===== src/hw/rtl/aesb_pkg.sv =====
package aesb_pkg;

    localparam int NUM_ROUNDS = 10;
    localparam int BLK_W      = 128;
    localparam int HALF_W     = 64;
    localparam int CFG_IDX_W  = 2;

    localparam logic [CFG_IDX_W-1:0] CFG_KEY_HIGH = CFG_IDX_W'(0);
    localparam logic [CFG_IDX_W-1:0] CFG_KEY_LOW  = CFG_IDX_W'(1);

    localparam logic [7:0] GF_POLY = 8'h1b;
    localparam logic [7:0] RCON_1  = 8'h01;

    typedef logic [BLK_W-1:0] t_block;

    // One slot of the round pipeline: block state plus the round key it goes with
    typedef struct packed {
        logic   valid;
        t_block state;
        t_block key;
    } t_stage;

    localparam logic [7:0] SBOX [256] = '{
        8'h63,8'h7c,8'h77,8'h7b,8'hf2,8'h6b,8'h6f,8'hc5,8'h30,8'h01,8'h67,8'h2b,8'hfe,8'hd7,8'hab,8'h76,
        8'hca,8'h82,8'hc9,8'h7d,8'hfa,8'h59,8'h47,8'hf0,8'had,8'hd4,8'ha2,8'haf,8'h9c,8'ha4,8'h72,8'hc0,
        8'hb7,8'hfd,8'h93,8'h26,8'h36,8'h3f,8'hf7,8'hcc,8'h34,8'ha5,8'he5,8'hf1,8'h71,8'hd8,8'h31,8'h15,
        8'h04,8'hc7,8'h23,8'hc3,8'h18,8'h96,8'h05,8'h9a,8'h07,8'h12,8'h80,8'he2,8'heb,8'h27,8'hb2,8'h75,
        8'h09,8'h83,8'h2c,8'h1a,8'h1b,8'h6e,8'h5a,8'ha0,8'h52,8'h3b,8'hd6,8'hb3,8'h29,8'he3,8'h2f,8'h84,
        8'h53,8'hd1,8'h00,8'hed,8'h20,8'hfc,8'hb1,8'h5b,8'h6a,8'hcb,8'hbe,8'h39,8'h4a,8'h4c,8'h58,8'hcf,
        8'hd0,8'hef,8'haa,8'hfb,8'h43,8'h4d,8'h33,8'h85,8'h45,8'hf9,8'h02,8'h7f,8'h50,8'h3c,8'h9f,8'ha8,
        8'h51,8'ha3,8'h40,8'h8f,8'h92,8'h9d,8'h38,8'hf5,8'hbc,8'hb6,8'hda,8'h21,8'h10,8'hff,8'hf3,8'hd2,
        8'hcd,8'h0c,8'h13,8'hec,8'h5f,8'h97,8'h44,8'h17,8'hc4,8'ha7,8'h7e,8'h3d,8'h64,8'h5d,8'h19,8'h73,
        8'h60,8'h81,8'h4f,8'hdc,8'h22,8'h2a,8'h90,8'h88,8'h46,8'hee,8'hb8,8'h14,8'hde,8'h5e,8'h0b,8'hdb,
        8'he0,8'h32,8'h3a,8'h0a,8'h49,8'h06,8'h24,8'h5c,8'hc2,8'hd3,8'hac,8'h62,8'h91,8'h95,8'he4,8'h79,
        8'he7,8'hc8,8'h37,8'h6d,8'h8d,8'hd5,8'h4e,8'ha9,8'h6c,8'h56,8'hf4,8'hea,8'h65,8'h7a,8'hae,8'h08,
        8'hba,8'h78,8'h25,8'h2e,8'h1c,8'ha6,8'hb4,8'hc6,8'he8,8'hdd,8'h74,8'h1f,8'h4b,8'hbd,8'h8b,8'h8a,
        8'h70,8'h3e,8'hb5,8'h66,8'h48,8'h03,8'hf6,8'h0e,8'h61,8'h35,8'h57,8'hb9,8'h86,8'hc1,8'h1d,8'h9e,
        8'he1,8'hf8,8'h98,8'h11,8'h69,8'hd9,8'h8e,8'h94,8'h9b,8'h1e,8'h87,8'he9,8'hce,8'h55,8'h28,8'hdf,
        8'h8c,8'ha1,8'h89,8'h0d,8'hbf,8'he6,8'h42,8'h68,8'h41,8'h99,8'h2d,8'h0f,8'hb0,8'h54,8'hbb,8'h16
    };

    function automatic logic [7:0] xtime(input logic [7:0] v);
        return {v[6:0], 1'b0} ^ (v[7] ? GF_POLY : 8'h00);
    endfunction

    // Round constant for round r (1-based), worked out at elaboration
    function automatic logic [7:0] rcon_of(input int r);
        logic [7:0] rc;
        rc = RCON_1;
        for (int i = 1; i < r; i++) begin
            rc = xtime(rc);
        end
        return rc;
    endfunction

    // Byte 0 of the block sits in the top bits
    function automatic logic [7:0] get_byte(input t_block b, input int i);
        return b[BLK_W-1-8*i -: 8];
    endfunction

    function automatic t_block sub_shift(input t_block s);
        t_block t;
        t = '0;
        for (int c = 0; c < 4; c++) begin
            for (int r = 0; r < 4; r++) begin
                t[BLK_W-1-8*(4*c+r) -: 8] = SBOX[get_byte(s, 4*((c+r)%4)+r)];
            end
        end
        return t;
    endfunction

    function automatic t_block col_mix(input t_block t);
        t_block     s;
        logic [7:0] a0, a1, a2, a3, all;
        s = '0;
        for (int c = 0; c < 4; c++) begin
            a0  = get_byte(t, 4*c);
            a1  = get_byte(t, 4*c+1);
            a2  = get_byte(t, 4*c+2);
            a3  = get_byte(t, 4*c+3);
            all = a0 ^ a1 ^ a2 ^ a3;
            s[BLK_W-1-8*(4*c)   -: 8] = a0 ^ all ^ xtime(a0 ^ a1);
            s[BLK_W-1-8*(4*c+1) -: 8] = a1 ^ all ^ xtime(a1 ^ a2);
            s[BLK_W-1-8*(4*c+2) -: 8] = a2 ^ all ^ xtime(a2 ^ a3);
            s[BLK_W-1-8*(4*c+3) -: 8] = a3 ^ all ^ xtime(a3 ^ a0);
        end
        return s;
    endfunction

    // One step of the key schedule: four words in, next four words out
    function automatic t_block key_expand(input t_block k, input logic [7:0] rc);
        logic [31:0] w0, w1, w2, w3, rot, t, n0, n1, n2, n3;
        w0  = k[127:96];
        w1  = k[95:64];
        w2  = k[63:32];
        w3  = k[31:0];
        rot = {w3[23:0], w3[31:24]};
        t   = {SBOX[rot[31:24]], SBOX[rot[23:16]], SBOX[rot[15:8]], SBOX[rot[7:0]]}
              ^ {rc, 24'h000000};
        n0  = w0 ^ t;
        n1  = w1 ^ n0;
        n2  = w2 ^ n1;
        n3  = w3 ^ n2;
        return {n0, n1, n2, n3};
    endfunction

endpackage


===== src/hw/rtl/aesb_cell.sv =====
module aesb_cell
    import aesb_pkg::*;
#(
    parameter int ROUND = 1
) (
    input  logic   i_clk,
    input  logic   i_rst_n,
    input  logic   i_adv,
    input  t_stage i_stage,
    output t_stage o_stage
);

    localparam logic [7:0] RC = rcon_of(ROUND);

    logic   r_valid;
    t_block r_state, r_key;
    t_block n_state, n_key, w_sub;

    always_comb begin
        n_key = key_expand(i_stage.key, RC);
        w_sub = sub_shift(i_stage.state);
        // final round skips the column mix
        if (ROUND == NUM_ROUNDS) begin
            n_state = w_sub ^ n_key;
        end else begin
            n_state = col_mix(w_sub) ^ n_key;
        end
    end

    always_ff @(posedge i_clk) begin
        if (!i_rst_n) begin
            r_valid <= 1'b0;
        end else if (i_adv) begin
            r_valid <= i_stage.valid;
        end
    end

    always_ff @(posedge i_clk) begin
        if (i_adv && i_stage.valid) begin
            r_state <= n_state;
            r_key   <= n_key;
        end
    end

    assign o_stage = '{valid: r_valid, state: r_state, key: r_key};

endmodule

===== config.mk =====
export PLATFORM = sky130hd
export DESIGN_NAME = aesb_cell
export DESIGN_NICKNAME = d
export VERILOG_FILES = /design/src/hw/rtl/aesb_pkg.sv /design/src/hw/rtl/aesb_cell.sv
export SDC_FILE = /design/constraint.sdc
export NUM_CORES = 2
export LEC_CHECK = 0
export BUFFER_PORTS_ARGS = -buffer_cell sky130_fd_sc_hd__buf_2
export CAP_MARGIN = 20
export CELL_PAD_IN_SITES_DETAIL_PLACEMENT = 1
export CELL_PAD_IN_SITES_GLOBAL_PLACEMENT = 2
export CORE_MARGIN = 2
export CORE_UTILIZATION = 33
export DETAILED_ROUTE_END_ITERATION = 8
export GPL_TIMING_DRIVEN = 1
export PLACE_DENSITY_LB_ADDON = 0.1
export SYNTH_ARGS = -nofsm -noshare
export SYNTH_HDL_FRONTEND = slang
export SYNTH_SLANG_ARGS = --single-unit
export TNS_END_PERCENT = 100

===== constraint.sdc =====
create_clock -name i_clk -period 7.8 [get_ports i_clk]
set_clock_uncertainty 0.1 [all_clocks]
set_input_delay 0.78 -clock i_clk [delete_from_list [all_inputs] [get_ports i_clk]]
set_output_delay 0.78 -clock i_clk [all_outputs]
set_load 0.01 [all_outputs]

# After elaboration in Yosys (flattened, before gate mapping)
# Memories as Yosys holds them, arrays and structs flattened.
# Index checks and enable logic that the tools add are counted.
[word_totals] register_bits=257 mem_bits_ro=40960 inputBits=260 out_inout_bits=257 elab_cells=198 mem_count=20
[memory_table] memory="(name not given)" depth=256 word_bits=8 rd=1 rd_clocked_by_memory_dff=0 write_ports=0 line_no="aesb_pkg.sv:66" source="t[BLK_W-1-8*(4*c+r) -: 8] = SBOX[get_byte(s, 4*((c+r)%4)+r)];"
[memory_table] memory="(name not given)" depth=256 word_bits=8 rd=1 rd_clocked_by_memory_dff=0 write_ports=0 line_no="aesb_pkg.sv:66"
[memory_table] memory="(name not given)" depth=256 word_bits=8 rd=1 rd_clocked_by_memory_dff=0 write_ports=0 line_no="aesb_pkg.sv:66"
[memory_table] memory="(name not given)" depth=256 word_bits=8 rd=1 rd_clocked_by_memory_dff=0 write_ports=0 line_no="aesb_pkg.sv:66"
[memory_table] memory="(name not given)" depth=256 word_bits=8 rd=1 rd_clocked_by_memory_dff=0 write_ports=0 line_no="aesb_pkg.sv:66"
[memory_table] memory="(name not given)" depth=256 word_bits=8 rd=1 rd_clocked_by_memory_dff=0 write_ports=0 line_no="aesb_pkg.sv:66"
[memory_table] memory="14 more memories"
[classes] n_lt_le_gt_ge=20 mux=56 bitwise_logic=98 reduce_logical=1
[ops] op="$xor 8x8->8" count=56
[ops] op="$mux 8" count=40
[ops] op="$ge 9x9->1 const B" count=20
[ops] op="$not 8->9" count=20
[ops] op="$xor 128x128->128" count=1
[ops] op="$xor 32x32->32" count=4
[ops] op="$xor 8x5->8" count=16
[ops] op="$mux 5" count=16
[ops] op="$logic_and 1x1->1" count=1
[ops] op="$not 1->1" count=1

# Logic depth before layout (Yosys ltp)
[logic_depth] word_depth=10 mapped_depth=17 mapped_depth_nobuf=12

# Worst setup path before layout
# No wires, ideal clock.
[synth_path] path_kind="input-to-reg" from="input port i_stage[256] in the netlist's numbering" to="register r_key[0], enable pin" setup_ns=0.649 t_arrival_ns=6.582 required_ns=7.051 path_slack_ns=0.469 path_stages=1 path_buffers=0 cell_sequence="and2_1"
[synth_via] elab_chain_len=1
[synth_rtl] element="start: declaration" line_no="aesb_cell.sv:9" source="input t_stage i_stage,"
[synth_rtl] element="$logic_and 1x1->1" line_no="aesb_cell.sv:39" source="if (i_adv && i_stage.valid) begin"
[synth_rtl] element="end signal: assignment" line_no="aesb_cell.sv:41" source="r_key <= n_key;"
[synth_rtl] element="end: declaration" line_no="aesb_cell.sv:16" source="t_block r_state, r_key;"
# No other way between the ends.
# A chain may end at the register's enable or synchronous reset.

# Final worst setup path
[layout_path] from="input port i_stage[241] in the netlist's numbering" to="register r_state[25], data pin"
[layout_via] elab_chain_len=10 elab_cells_between_ends=12 classes_between="mux (3); bitwise (8); memory (1)"
[layout_rtl] element="$not 8->9 (not written as such) (*)" line_no="aesb_pkg.sv:66"
[layout_rtl] element="$mem_v2 256x8 (*)"
[layout_rtl] element="$mux 8 (not written as such) (*) (2 in a row)" line_no="aesb_pkg.sv:66"
[layout_rtl] element="$xor 8x8->8 (*)" line_no="aesb_pkg.sv:81, aesb_pkg.sv:82"
[layout_rtl] element="$xor 8x8->8 (2 in a row)" line_no="aesb_pkg.sv:81" source="all = a0 ^ a1 ^ a2 ^ a3;"
[layout_rtl] element="$xor 8x8->8" line_no="aesb_pkg.sv:82" source="s[BLK_W-1-8*(4*c) -: 8] = a0 ^ all ^ xtime(a0 ^ a1);"
[layout_rtl] element="$xor 8x8->8 (*)" line_no="aesb_pkg.sv:82"
[layout_rtl] element="$xor 128x128->128 (*)" line_no="aesb_cell.sv:26" source="n_state = col_mix(w_sub) ^ n_key;"
[layout_rtl] element="net n_state[25]" line_no="aesb_cell.sv:17" source="t_block n_state, n_key, w_sub;"
[layout_rtl] element="end signal: assignment" line_no="aesb_cell.sv:40" source="r_state <= n_state;"
[layout_rtl] element="end: declaration" line_no="aesb_cell.sv:16"
# The timed path passes the listed nets; every way through them passes the cells marked *. The select of a mux whose other input is x is not followed.

==> flow_summary.yaml <==
yosys:
  number_of_enable_flip_flop_cells_after_synthesis: 256
  netlist_top_cells_count: "o21ai_0 (1073), a21oi_1 (1048), nand2_1 (925)"
  yosys_warnings: 0
  post_synth_inst_count: 11800
  syn-num-nets: 12400
  yosysMostFrequentCell: "o21ai_0"
  postSynthRegisterBits: 257
  synth.cell_area_um2: 81500
  seq_total_area_yosys_pct: 9.45
  synth.lib_cells_used.distinct: 122
  dominantRegCellSynth: "edfxtp_1"
  netlist_top_cells_area: "edfxtp_1 (9.4%), o21ai_0 (6.6%), a21oi_1 (6.4%)"
  synth.top_cell.area_share_pct: 9.43
  yosys.area.top_type: "edfxtp_1"
  async_reset_ff_share_pct: 0
  synthesis.area_per_instance_um2: 6.89
setup_path:
  worst-endpoint-required_ns: 8.12
  r2r_end: "r_valid"
  setup.reg_to_reg.worst_slack_ns: 7.00
  critPathKind: "in2reg"
  critPathLaunchType: "input port"
  worstReg2RegStart: "r_valid"
  end_kind: "flip-flop"
  crit_fanout: 33
  worstPathArrival_ns: 6.72
  worstRegToRegCells: 2
cts:
  clkTransAtPathRegs_ns: 0.06
  cts.sinks: 257
  cts.hold.buffers_added: 0
  cts.repair_timing.setup_buffer_count: 0
  cts.repair.resized: 0
  cts-buffers-inserted: 31
  worstSkewPairLatency_ns: 0.67
  cts.htree.levels: 1
  clock-root-buffer: "clkbuf_16"
  tritoncts: "built"
  cts_max_path_buffers: 3
global_route:
  overflow: 0
  grt_pass1_vias: 97200
  grtUsageTotal_pct: 37.9
  initial_antenna_violation_count: 41
  grt_start_max_net_pins: 133
  grt_pass1_wl_mm: 723
timing:
  finalHoldViolations: 0
  unrepaired_setup_endpoints_after_global_routing: "no"
  final.min_clock_period_ns: 6.40
  worst-slew-pin-transition_ns: 1.24
  max_freq_mhz: 156
  final_worst_path_cycle_share_pct: 82.1
  setup_viol: 0
  slew_violations: 0
  slew_headroom_pct: 16.0
  totalNegativeSetupSlack_ns: 0
drt:
  post_drt_via_cell_ratio: 7.00
  post_route_drc: 0
  finalWirelength_mm: 503
  firstDrtPassIters: 6
  drt.antenna.violating_nets: 0
  drt-initial-drc-count: 15400
  via_count: 102000
  routed_wire_length_per_instance_um: 34.6
cells_and_area:
  final_layout_size_suffix_gt1_share_pct: 11.8
  finish.instance_area_um2: 85300
  final_nets: 11800
  flow.area_growth_from_synthesis_pct: 4.64
  finish.cell_count_without_fillers: 14500
worst_hold_path:
  hold_depth: 2
  hold_class: "in2reg"
  worst_hold_startpoint: "i_rst_n"
  hold_path_end: "r_valid"
power:
  vdd_drop_max_mv: 0.126
  power_density_nw_per_um2: 158
  p_leak_nw: 29.7
  total_power_mw: 13.4
place:
  place.gp.congestion: 1.03
  post-place-cells: 14500
  post-dp-hpwl_mm: 368
  port-buffer-count: 516
  post_dp_cell_area_um2: 84200
floorplanning:
  chipWidth_um: 501
  boundaryPins: 517
  floorplan.die_area_um2: 251000
  die-height_um: 501
  num_rows: 182
  core_region_area_um2: 246000
  initial_util_pct: 33.2
outcome:
  outcome: "finished, final reports clean"
run:
  total_of_max_cap_violations: 0
-- how the worst max path moves through the flow --
stage	startpoint	endpoint	slack [ns]	cells past startpoint
6_report	i_stage[241]	r_state[25]	1.40	14
5_1_grt	i_stage[241]	r_state[25]	1.12	14
4_1_cts	i_stage[241]	r_state[25]	1.55	14
3_5_place_dp	i_stage[241]	r_state[25]	0.86	14
3_3_place_gp	i_stage[25]	r_state[5]	0.81	12
2_1_floorplan	i_stage[256]	r_key[0]	0.47	1
-- area by class of cell --
class | instances | area [um^2]
antenna | 18 | 45.0
clock buffer | 43 | 851
clock inverter | 15 | 196
fill | 30600 | 160000
inverter | 234 | 878
multi-input combinational | 9950 | 66700
sequential | 257 | 7710
tap | 3220 | 4030
timing repair buffer | 805 | 4900
-- power by group --
group          total (mW)  internal [mW]  switching, mW
combinational        9.41           3.19           6.23
clock                1.60          0.873          0.730
sequential           2.43           2.16          0.274
total                13.4           6.22           7.23
-- cells by family (layout without fill, tap and decap cells) --
logic type	Yosys count	after routing	share of synthesized area (%)
flops	257	257	9.45
fa+ha+maj	290	290	4.45
xor+xnor	740	740	8.90
buf+inv	1628	1097	8.80
mux	314	314	6.40
compound gates	4622	4622	37.9
other cells	0	18	0
simple gates	3984	3984	24.1
-- registers in the layout (all words and copies together) (netlist names) --
name	cells
r_key	128
r_state	128
r_valid	1
-- worst max-delay path, stage by stage --
cell	delay, ns
buf_2	0.55
clkinv_1	0.62
ha_1	1.00
nand2b_1	0.33
o211ai_1	0.18
a211oi_1	0.10
a2111oi_0	0.73
a31oi_1	0.12
o21ai_2	0.25
xor2_1	0.61
xnor2_1	0.20
xnor2_1	0.78
buf_4	0.24
xnor3_1	0.20
-- through the flow --
stage / setup WS, ns / util, % / hold WS, ns
floorplan: 0.469 / - / 0.445
global placement: 0.808 / 34.2 / 0.460
detailed placement: 0.859 / 34.3 / 0.485
CTS: 1.55 / 34.7 / 0.205
global route: 1.12 / 34.7 / 0.231
finish: 1.40 / 34.7 / 0.226
-- per-layer routing --
layer	track usage, %	share of wire, %
met1	50.5	41
met2	57.9	43
met3	6.24	9.2
met5	0	0.026
met4	20.6	6.6
-- cells in the final DEF, fill, tap and decap left out, types with 46 or more instances in the layout --
cell type     n
a31oi_1     262
and3_1       57
or3_1        96
buf_4       310
a221oi_1     93
inv_1       193
o221ai_1     78
xor2_1      182
a2111oi_0    62
and2_1       93
nand2_1     925
a32oi_1      49
a22oi_1      52
a21o_1       59
nor4_1       47
o21ai_0    1073
o211ai_1    254
nand3_1     400
nor2_1      892
edfxtp_1    256
mux2i_1     100
xnor2_1     473
o31ai_1     149
nor3_1      412
mux4_2      159
a21oi_1    1048
o311ai_0    208
nor2b_1     354
buf_2       486
nand4_1      46
ha_1        290
a211o_1      93
a311oi_1    176
o22ai_1      87
a311o_1      49
or2_2        96
mux2_2       52
nand2b_1    395
a211oi_1    319
No activity file was read; power rests on OpenSTA's default activity.
